File: src/assert_macros.svh
// Assertion helper macros for the TCP header parser RTL.
// Included by files that carry concurrent assertions; no other dependencies.
`ifndef ASSERT_MACROS_SVH
`define ASSERT_MACROS_SVH

// Clocked assertion, switched off while reset is asserted (active-low reset)
`define ASSERT_RST(lbl, clk, rstn, prop, msg) \
    lbl: assert property (@(posedge clk) disable iff (!(rstn)) prop) else $error(msg);

// Clocked assertion that is also checked during reset
`define ASSERT_CLK(lbl, clk, prop, msg) \
    lbl: assert property (@(posedge clk) prop) else $error(msg);

`endif

File: src/tcph_pkg.sv
// Shared types and constants for the TCP header parser.
// No dependencies; imported by every module of the block.
package tcph_pkg;

    // Byte positions within the fixed header
    localparam logic [5:0] IDX_DST   = 6'd2;
    localparam logic [5:0] IDX_SEQ   = 6'd4;
    localparam logic [5:0] IDX_ACK   = 6'd8;
    localparam logic [5:0] IDX_OFF   = 6'd12;
    localparam logic [5:0] IDX_FLG   = 6'd13;
    localparam logic [5:0] FIXED_LEN = 6'd20;

    // Option kinds and lengths of interest
    localparam logic [7:0] OPT_EOL = 8'd0;
    localparam logic [7:0] OPT_NOP = 8'd1;
    localparam logic [7:0] OPT_MSS = 8'd2;
    localparam logic [7:0] MSS_LEN = 8'd4;
    localparam logic [7:0] MIN_LEN = 8'd2;

    typedef enum logic [1:0] {
        STATUS_OK    = 2'd0,
        STATUS_SHORT = 2'd1,
        STATUS_TRUNC = 2'd2
    } status_t;

    typedef enum logic [1:0] {
        PH_KIND = 2'd0,
        PH_LEN  = 2'd1,
        PH_MSS  = 2'd2,
        PH_SKIP = 2'd3
    } opt_phase_t;

    // Per-byte control from the top level
    typedef struct packed {
        logic take;
        logic last;
    } step_t;

    // Control from header capture to the option walker
    typedef struct packed {
        logic walk;
        logic clear;
    } opt_ctl_t;

    // Outcome of one byte
    typedef struct packed {
        logic    emit;
        status_t status;
    } verdict_t;

    // Fixed header fields
    typedef struct packed {
        logic [15:0] src_port;
        logic [15:0] dst_port;
        logic [31:0] seq_num;
        logic [31:0] ack_num;
        logic [5:0]  header_len;
        logic [6:0]  flag_bits;
        logic [15:0] window;
        logic [15:0] checksum_field;
        logic [15:0] urgent_ptr;
    } hdr_fields_t;

endpackage

File: src/tcph_hdr_capture.sv
// Fixed header capture, byte position tracking and result decision.
// Depends on tcph_pkg.
module tcph_hdr_capture (
    input  logic                  aclk,
    input  logic                  aresetn,
    input  tcph_pkg::step_t       step,
    input  logic [7:0]            data_byte,
    output tcph_pkg::hdr_fields_t fields_next,
    output tcph_pkg::verdict_t    verdict,
    output tcph_pkg::opt_ctl_t    opt_ctl
);
    import tcph_pkg::*;

    hdr_fields_t fields_reg;
    logic [5:0]  idx_reg;
    logic [5:0]  idx_next;
    logic        reported_reg;
    logic        active;
    logic        hit;
    status_t     status;

    // Field update for the byte at the current position
    always_comb begin
        fields_next = fields_reg;
        active      = step.take && !reported_reg;
        idx_next    = idx_reg + 6'd1;
        if (active) begin
            priority if (idx_reg < IDX_DST) begin
                fields_next.src_port = {fields_reg.src_port[7:0], data_byte};
            end else if (idx_reg < IDX_SEQ) begin
                fields_next.dst_port = {fields_reg.dst_port[7:0], data_byte};
            end else if (idx_reg < IDX_ACK) begin
                fields_next.seq_num = {fields_reg.seq_num[23:0], data_byte};
            end else if (idx_reg < IDX_OFF) begin
                fields_next.ack_num = {fields_reg.ack_num[23:0], data_byte};
            end else if (idx_reg == IDX_OFF) begin
                fields_next.header_len = {data_byte[7:4], 2'b00};
            end else if (idx_reg == IDX_FLG) begin
                fields_next.flag_bits = data_byte[6:0];
            end else if (idx_reg < FIXED_LEN) begin
                {fields_next.window, fields_next.checksum_field, fields_next.urgent_ptr} =
                    {fields_reg.window[7:0], fields_reg.checksum_field,
                     fields_reg.urgent_ptr, data_byte};
            end else begin
                // option bytes are handled by the walker
            end
        end
    end

    // Decide whether this byte produces the segment's result
    always_comb begin
        hit    = 1'b0;
        status = STATUS_OK;
        priority if (idx_next >= FIXED_LEN && fields_next.header_len < FIXED_LEN) begin
            hit    = 1'b1;
            status = STATUS_SHORT;
        end else if (idx_next >= FIXED_LEN && idx_next >= fields_next.header_len) begin
            hit    = 1'b1;
            status = STATUS_OK;
        end else if (step.last) begin
            hit    = 1'b1;
            status = (idx_next < FIXED_LEN) ? STATUS_SHORT : STATUS_TRUNC;
        end else begin
            hit    = 1'b0;
        end
        verdict.emit   = active && hit;
        verdict.status = status;
        opt_ctl.walk   = active && (idx_reg >= FIXED_LEN);
        opt_ctl.clear  = step.take && step.last;
    end

    // Header state; the marked last byte rearms everything
    always_ff @(posedge aclk) begin
        if (!aresetn || opt_ctl.clear) begin
            fields_reg   <= '0;
            idx_reg      <= '0;
            reported_reg <= 1'b0;
        end else if (active) begin
            fields_reg   <= fields_next;
            idx_reg      <= idx_next;
            reported_reg <= verdict.emit;
        end
    end

endmodule

File: src/tcph_opt_walker.sv
// TCP option walker: steps through option bytes and records the MSS value.
// Depends on tcph_pkg.
module tcph_opt_walker (
    input  logic               aclk,
    input  logic               aresetn,
    input  tcph_pkg::opt_ctl_t opt_ctl,
    input  logic [7:0]         data_byte,
    output logic [15:0]        mss_next
);
    import tcph_pkg::*;

    opt_phase_t phase_reg, phase_next;
    logic [7:0] kind_reg, kind_next;
    logic [7:0] skip_reg, skip_next;
    logic [7:0] hi_reg, hi_next;
    logic       stopped_reg, stopped_next;
    logic [15:0] mss_reg;
    logic [7:0] len_less2;

    // One option byte per transfer
    always_comb begin
        phase_next   = phase_reg;
        kind_next    = kind_reg;
        skip_next    = skip_reg;
        hi_next      = hi_reg;
        stopped_next = stopped_reg;
        mss_next     = mss_reg;
        // length below two counts as two
        len_less2    = (data_byte < MIN_LEN) ? 8'd0 : (data_byte - MIN_LEN);
        if (opt_ctl.walk && !stopped_reg) begin
            unique case (phase_reg)
                PH_KIND: begin
                    if (data_byte == OPT_EOL) begin
                        stopped_next = 1'b1;
                    end else if (data_byte != OPT_NOP) begin
                        kind_next  = data_byte;
                        phase_next = PH_LEN;
                    end
                end
                PH_LEN: begin
                    if (kind_reg == OPT_MSS && data_byte == MSS_LEN) begin
                        skip_next  = 8'd2;
                        phase_next = PH_MSS;
                    end else begin
                        skip_next  = len_less2;
                        phase_next = (len_less2 == 8'd0) ? PH_KIND : PH_SKIP;
                    end
                end
                PH_MSS: begin
                    if (skip_reg == 8'd2) begin
                        hi_next   = data_byte;
                        skip_next = 8'd1;
                    end else begin
                        mss_next   = {hi_reg, data_byte};
                        skip_next  = 8'd0;
                        phase_next = PH_KIND;
                    end
                end
                PH_SKIP: begin
                    skip_next = skip_reg - 8'd1;
                    if (skip_next == 8'd0) begin
                        phase_next = PH_KIND;
                    end
                end
                default: begin
                    phase_next = PH_KIND;
                end
            endcase
        end
    end

    // Walker state; cleared at reset and at the end of each segment
    always_ff @(posedge aclk) begin
        if (!aresetn || opt_ctl.clear) begin
            phase_reg   <= PH_KIND;
            kind_reg    <= '0;
            skip_reg    <= '0;
            hi_reg      <= '0;
            stopped_reg <= 1'b0;
            mss_reg     <= '0;
        end else begin
            phase_reg   <= phase_next;
            kind_reg    <= kind_next;
            skip_reg    <= skip_next;
            hi_reg      <= hi_next;
            stopped_reg <= stopped_next;
            mss_reg     <= mss_next;
        end
    end

endmodule

File: src/tcp_header_parser.sv
// Top level of the TCP header parser: byte stream in, one header record out.
// Depends on tcph_pkg, tcph_hdr_capture, tcph_opt_walker, assert_macros.svh.
//
// Usage:
//   s_ channel: one segment byte per transfer in s_tdata, s_tlast on the
//   segment's final byte. m_ channel: one record per segment, fields in
//   m_tdata, status in m_tuser (ok, header short or bad offset, options cut).
//   A record is produced when the header (data offset * 4 bytes) is
//   complete, or when the segment ends first. Later bytes of the segment
//   are consumed and dropped; the byte with s_tlast rearms the parser.
//   The record is on m_tvalid in the cycle after the byte that completes
//   it is accepted. Throughput: one byte per cycle while no record stalls,
//   set by the single per-byte update of the position counter and field
//   registers. The result register is the only buffer: while a record waits
//   with m_tready low, s_tready drops and input stalls; a record taken in the
//   same cycle frees the register for the next one.
//   Reset (aresetn low, synchronous) empties the result register and
//   returns the parser to the first header byte.
module tcp_header_parser (
    input  logic           aclk,
    input  logic           aresetn,
    input  logic           s_tvalid,
    output logic           s_tready,
    input  logic [7:0]     s_tdata,   // [7:0] data_byte
    input  logic           s_tlast,
    output logic           m_tvalid,
    input  logic           m_tready,
    output logic [175:0]   m_tdata,   // src_port, dst_port, seq_num, ack_num, header_len,
                                      // flag_bits, window, checksum_field, urgent_ptr,
                                      // mss_value, zero pad
    output logic [1:0]     m_tuser    // [1:0] status
);
    import tcph_pkg::*;

    `include "assert_macros.svh"

    step_t       step;
    hdr_fields_t fields_next;
    verdict_t    verdict;
    opt_ctl_t    opt_ctl;
    logic [15:0] mss_next;

    hdr_fields_t out_fields_reg;
    logic [15:0] out_mss_reg;
    status_t     out_status_reg;
    logic        out_valid_reg;

    // Input transfer; step packs take above last
    assign s_tready = !out_valid_reg || m_tready;
    assign step     = {s_tvalid && s_tready, s_tlast};

    tcph_hdr_capture u_hdr (
        .aclk        (aclk),
        .aresetn     (aresetn),
        .step        (step),
        .data_byte   (s_tdata),
        .fields_next (fields_next),
        .verdict     (verdict),
        .opt_ctl     (opt_ctl)
    );

    tcph_opt_walker u_opt (
        .aclk      (aclk),
        .aresetn   (aresetn),
        .opt_ctl   (opt_ctl),
        .data_byte (s_tdata),
        .mss_next  (mss_next)
    );

    // Result register valid
    always_ff @(posedge aclk) begin
        if (!aresetn) begin
            out_valid_reg <= 1'b0;
        end else if (verdict.emit) begin
            out_valid_reg <= 1'b1;
        end else if (m_tready) begin
            out_valid_reg <= 1'b0;
        end
    end

    // Result payload; MSS only reported with a good header
    always_ff @(posedge aclk) begin
        if (verdict.emit) begin
            out_fields_reg <= fields_next;
            out_mss_reg    <= (verdict.status == STATUS_OK) ? mss_next : 16'd0;
            out_status_reg <= verdict.status;
        end
    end

    assign m_tvalid = out_valid_reg;
    assign m_tuser  = out_status_reg;
    assign m_tdata  = {3'b000,
                       out_mss_reg,
                       out_fields_reg.urgent_ptr,
                       out_fields_reg.checksum_field,
                       out_fields_reg.window,
                       out_fields_reg.flag_bits,
                       out_fields_reg.header_len,
                       out_fields_reg.ack_num,
                       out_fields_reg.seq_num,
                       out_fields_reg.dst_port,
                       out_fields_reg.src_port};

    // Checks
    `ASSERT_CLK(a_reset_empties, aclk, !aresetn |=> !m_tvalid, "result valid after reset")
    `ASSERT_RST(a_stall_blocks, aclk, aresetn,
        (m_tvalid && !m_tready) |-> !s_tready, "input taken while result stalled")
    `ASSERT_RST(a_ok_len, aclk, aresetn,
        (m_tvalid && m_tuser == STATUS_OK) |-> (m_tdata[101:96] >= FIXED_LEN),
        "ok record with short header length")
    `ASSERT_RST(a_err_no_mss, aclk, aresetn,
        (m_tvalid && m_tuser != STATUS_OK) |-> (m_tdata[172:157] == 16'd0),
        "error record carries mss")

endmodule

File: config.mk
export PLATFORM = sky130hd
export DESIGN_NAME = tcp_header_parser
export DESIGN_NICKNAME = d
export VERILOG_FILES = /design/src/tcph_pkg.sv /design/src/tcph_hdr_capture.sv /design/src/tcph_opt_walker.sv /design/src/tcp_header_parser.sv
export VERILOG_INCLUDE_DIRS = /design/src /design/src/src
export SDC_FILE = /design/constraint.sdc
export NUM_CORES = 1
export LEC_CHECK = 0
export BUFFER_PORTS_ARGS = -buffer_cell sky130_fd_sc_hd__buf_2
export CORE_UTILIZATION = 45
export DETAILED_ROUTE_END_ITERATION = 16
export GPL_TIMING_DRIVEN = 1
export PLACE_DENSITY = 0.71
export SYNTH_ARGS = -nofsm -noshare
export SYNTH_HDL_FRONTEND = slang
export SYNTH_HIERARCHICAL = 1
export SYNTH_SLANG_ARGS = --single-unit
File: constraint.sdc
create_clock -name aclk -period 22.6 [get_ports aclk]
set_input_delay 4.52 -clock aclk [delete_from_list [all_inputs] [get_ports aclk]]
set_output_delay 4.52 -clock aclk [all_outputs]
set_load 0.005 [all_outputs]
### Yosys cells after proc, flatten, opt, wreduce, memory -nomap -nowiden

Index checks and enable logic that the tools add are counted.

| word-level totals | value |
|---|---|
| register bits after elaboration | 383 |
| logic and storage cells | 121 |
| output and inout bits | 180 |

| operators by class | value |
|---|---|
| bitwise operators | 1 |
| reduce and logical (&&, ||, !) cells | 27 |
| order comparisons | 11 |
| add/subtract/negate cells | 3 |
| equality and inequality tests | 13 |
| multiplexer cells | 37 |

Operators with widths:

| operator | count |
|---|---|
| 2-to-1 mux 157 bit | 1 |
| 2-to-1 mux 141 bit | 1 |
| 2-to-1 mux 125 bit | 1 |
| 2-to-1 mux 48 bit | 2 |
| 2-to-1 mux 93 bit | 1 |
| 2-to-1 mux 16 bit | 5 |
| 2-to-1 mux 32 bit | 2 |
| 2-to-1 mux 61 bit | 1 |
| 2-to-1 mux 55 bit | 1 |
| zero test 8 bit | 3 |
| one-hot mux 8 bit (3 select lines) | 1 |
| 2-to-1 mux 2 bit | 10 |
| < comparator 6 x 5 -> 1 bit (second input constant) | 3 |
| == test 8 x 2 -> 1 bit (second input constant) | 2 |
| 2-to-1 mux 8 bit | 2 |
| == test 6 x 4 -> 1 bit (second input constant) | 2 |
| >= comparator 6 x 5 -> 1 bit (second input constant) | 2 |
| < comparator 6 x 4 -> 1 bit (second input constant) | 2 |
| logical AND 1 bit | 9 |
| == test 8 x 3 -> 1 bit (second input constant) | 1 |
| < comparator 8 x 2 -> 1 bit (second input constant) | 1 |
| != test 8 x 1 -> 1 bit (second input constant) | 1 |
| one-hot mux 2 bit (4 select lines) | 1 |
| subtractor 8 x 1 -> 8 bit (second input constant) | 1 |
| 22 further kinds | 36 |

### Longest topological paths before layout

| logic depth | value |
|---|---|
| word-level depth | 15 |
| gate-level depth with buffers | 14 |

### Modules after synthesis

Netlist, hierarchy kept.

By module, submodules not included:

| module | sequential area each (µm²) | cells each | area an instance (µm²) | instances |
|---|---|---|---|---|
| tcph_hdr_capture | 3283.1 | 607 | 6777.8 | 1 |
| tcp_header_parser | 5275.1 | 202 | 5460.2 | 1 |
| tcph_opt_walker | 860.8 | 247 | 2247.2 | 1 |

### Worst setup path before layout

OpenSTA, ideal clock, no wires.

| path | value |
|---|---|
| path type | input -> register |
| from | in m_tready |
| to | reg out_fields_reg, in the netlist m_tdata[0] (enable) |
| library setup time | 0.770 ns |
| stages on the path | 12 |
| path buffers | 1 |
| setup slack | 6.783 ns |
| data arrival time | 15.048 ns |
| cells stage by stage | nand2b_1 and2_1 nor4b_4 and3_1 buf_4 mux2i_1 ha_1 o21a_1 o21ai_0 a221oi_1 o31ai_1 a21oi_1 |

RTL lines:

| what | RTL line | source |
|---|---|---|
| start: declaration | tcp_header_parser.sv:27 | `input logic m_tready,` |
| end signal: assignment | tcp_header_parser.sv:84 | `out_fields_reg <= fields_next;` |
| end: declaration | tcp_header_parser.sv:43 | `hdr_fields_t out_fields_reg;` |

### Worst setup path in the final report

| path | value |
|---|---|
| from | in m_tready |
| to | out s_tready |

| between the ends | value |
|---|---|
| word-level cells in the longest chain between the ends | 1 |

Ends and longest elaborated chain:

| what | RTL line | source |
|---|---|---|
| logical OR 1 bit | tcp_header_parser.sv:49 | `assign s_tready = !out_valid_reg \|\| m_tready;` |
| end: declaration | tcp_header_parser.sv:23 | `output logic s_tready,` |

Every way passes these cells.

==> summary.txt <==
Yosys
  • Async set-reset flop share out of synthesis: 0%
  • Yosys cell types: 65
  • Post-Syn Instances: 1,056
  • Avg Inst Size Synth: approximately 14 um^2
  • Synth Cell Area: 14,500 um^2
  • Share of the synthesized area in the top cell type: 36.3%
  • Ys Warns: 6
  • #FFs+latches synth: 383
  • Top FF cell, synth: dfxtp_1
  • Number of synthesized flops with an enable pin: roughly 180
  • Top post-synthesis cells by area: edfxtp_1, dfxtp_1, mux2_2, nor2b_1, mux2i_1
  • Leading area contributor after synthesis: edfxtp_1
  • Sequential fraction of the synthesis area: 65.0%

Floorplan
  • Cell Rows: 65
  • Die area: between 30,000 and 40,000 um^2
  • I/O pin total: ~190
  • Die X-Extent: 181 um
  • Initial Utilization: 45.8%
  • Core footprint: 31,600 um^2
  • Die height: 181 um

Run
  • Number of max-cap violations: 0

Status
  • Outcome: finished, final reports clean

Global routing
  • Largest net degree at the start of global routing: 95
  • GRT Total Usage: 17.3%
  • Number of global-route vias before repair: 8,373
  • First-pass GRT wire length: 45,300 um
  • Number of antenna violations at the first check in global routing: 2
  • Total grt overflow: 0

Pwr
  • Leak: 0.00676 uW
  • PD cells: 84.5 nW/um^2
  • Internal Power: about 1100 uW
  • Sequential share of power: around half
  • Max VDD drop: 0.0515 mV
  • Logic pwr share: 3.6%
  • Sw frac: around a fifth
  • Clk network pwr share: 44.9%
  • NetSw: 299 uW
  • Tot Pwr: 1440 uW

STA
  • Final Max Slew Viols: 0
  • Worst clock skew: 0.0163 ns
  • Slew headroom: about a third
  • F_max: 106 MHz
  • Worst-margin pin slew: ~1 ns
  • Tmin final: approximately 9.4 ns
  • Setup TNS: 0 ns
  • Final period util: 41.7%
  • Final Hold Violating Endpoints: 0
  • RSZ-0062 raised after global routing: false
  • Endpoints failing setup: 0

Routing
  • DRT Pass-1 Iters: 4
  • Via density: 5.02
  • Via count: 8,407
  • Antenna viol nets, final: 0
  • DRC violations left: 0
  • DR WL/cell: roughly 17 um
  • Drt total wl: approximately 28,000 um
  • Initial drt markers: between 600 and 700

Critical path
  • CP Class: in -> out
  • Crit path DAT: 4.90 ns
  • Critical Path RT: 18.08 ns
  • RR Startpoint: m_tvalid$_SDFFE_PN0P_
  • Worst Setup SP: m_tready
  • R2R setup slack: roughly 18 ns
  • Setup crit end kind: output port
  • Max FO, Critical Path: 3
  • Critical path launch point type: input pin

Clock tree
  • Clk buf depth: 3
  • Hold buffer count at CTS: 0
  • Clock latency on the worst-skew pair: 0.53 ns
  • Clock transition at the registers of the reported paths: 0.06 ns
  • Post-CTS setup buffer count: 0
  • Cts bufs inserted: 40
  • CTS Sinks: 383
  • Root Driver: clkbuf_16
  • CTS resizes: 0
  • CTS tree: yes
  • H-tree lvl count: 2

Finish
  • Area Growth Syn to Fin: 17.9%
  • Fin nets: 1,267
  • Share of cells above drive strength 1: a little over a third
  • Fin cells: ~1,700

Place
  • Post-DP HPWL: 17,400 um
  • Port bufs: 189
  • Placer congestion estimate: 0.822
  • Dpl cells: 1,601

Min path
  • Worst min-delay path startpoint: u_opt/kind_reg[5]$_SDFFE_PP0P_
  • Type of the most critical hold path: reg -> reg
## layout make-up
class	count	area (um^2)
timing repair buffer	199	1020
clock inverter	14	156
fill	2632	14600
tap	402	503
sequential	383	9420
antenna	2	5.00
inverter	21	78.8
clock buffer	59	1150
multi-input combinational	596	4740
## path summary, 6_finish.rpt
check / to / cells past startpoint
max: s_tready / 3
min: u_opt/kind_reg[5]$_SDFFE_PP0P_ / 2
max reg2reg: m_tdata[156]$_DFFE_PP_ / 13
min reg2reg: u_opt/kind_reg[5]$_SDFFE_PP0P_ / 2
## cell families (layout without fill, tap and decap cells)
logic type      Yosys count  after routing  synth area share, %
compound gates           69             69                 3.07
xor+xnor                 10             10                0.605
fa+ha+maj                13             13                 1.12
buf+inv                  79            293                 2.48
flops                   383            383                 65.0
mux                     186            186                 14.6
other cells               1              5               0.0259
simple gates            315            315                 13.1
## power by group through the flow
stage,Combinational (uW),Sequential [uW],Clock [uW]
2_1_floorplan,25.1,764,0
3_3_place_gp,53.0,758,0
3_5_place_dp,53.3,758,0
4_1_cts,53.5,743,663
5_1_grt,57.2,744,690
6_report,52.0,743,648
## metal layers
layer	share of wire [%]	GRT usage [%]	up-vias
li1	-	-	4086
met1	46	22.8	4090
met2	47	28.6	185
met3	5.0	3.63	46
met4	2.0	5.56	0
met5	0	0	-
## Yosys cell counts (5+ instances only)
library cell and number:
edfxtp_1 175, buf_2 14, nand2_1 15, inv_1 21
nor3_1 8, nor2b_1 172, mux2i_1 19, a21oi_1 15
o21ai_0 19, xor2_1 6, nor4_1 8, and2_2 14
clkbuf_1 32, ha_1 13, mux2_2 157, nor2_1 44
and2_1 5, nand2b_1 13, mux2_4 10, dfxtp_1 208
buf_4 8
## cell usage in the layout (no fill, tap or decap), drive strengths merged, types with 5 or more instances in the layout
cell type,instances
a21oi,15
dfxtp,208
inv,24
clkinv,7
edfxtp,175
xor2,6
nand2b,13
mux2,167
nor2,45
buf,199
clkbuf,59
nand3,5
nand2,16
mux2i,19
nor3,11
and2,19
nor2b,172
ha,13
o21ai,20
nor4,9
## through the flow
stage / hold WS, ns / utilization (%) / worst slack (ns) / instance area [um^2]
floorplan: 0.450 / - / 6.78 / 14500
global placement: 0.464 / 49.8 / 13.20 / 15800
detailed placement: 0.480 / 49.8 / 13.18 / 15800
CTS: 0.495 / 54.0 / 13.18 / 17100
global route: 0.521 / 54.0 / 13.14 / 17100
finish: 0.497 / 54.0 / 13.18 / 17100
## worst max-delay path, stage by stage
cell,delay [ns]
buf_2,0.09
nand2b_1,0.15
buf_2,0.13
(Power assumes the default switching activity.)
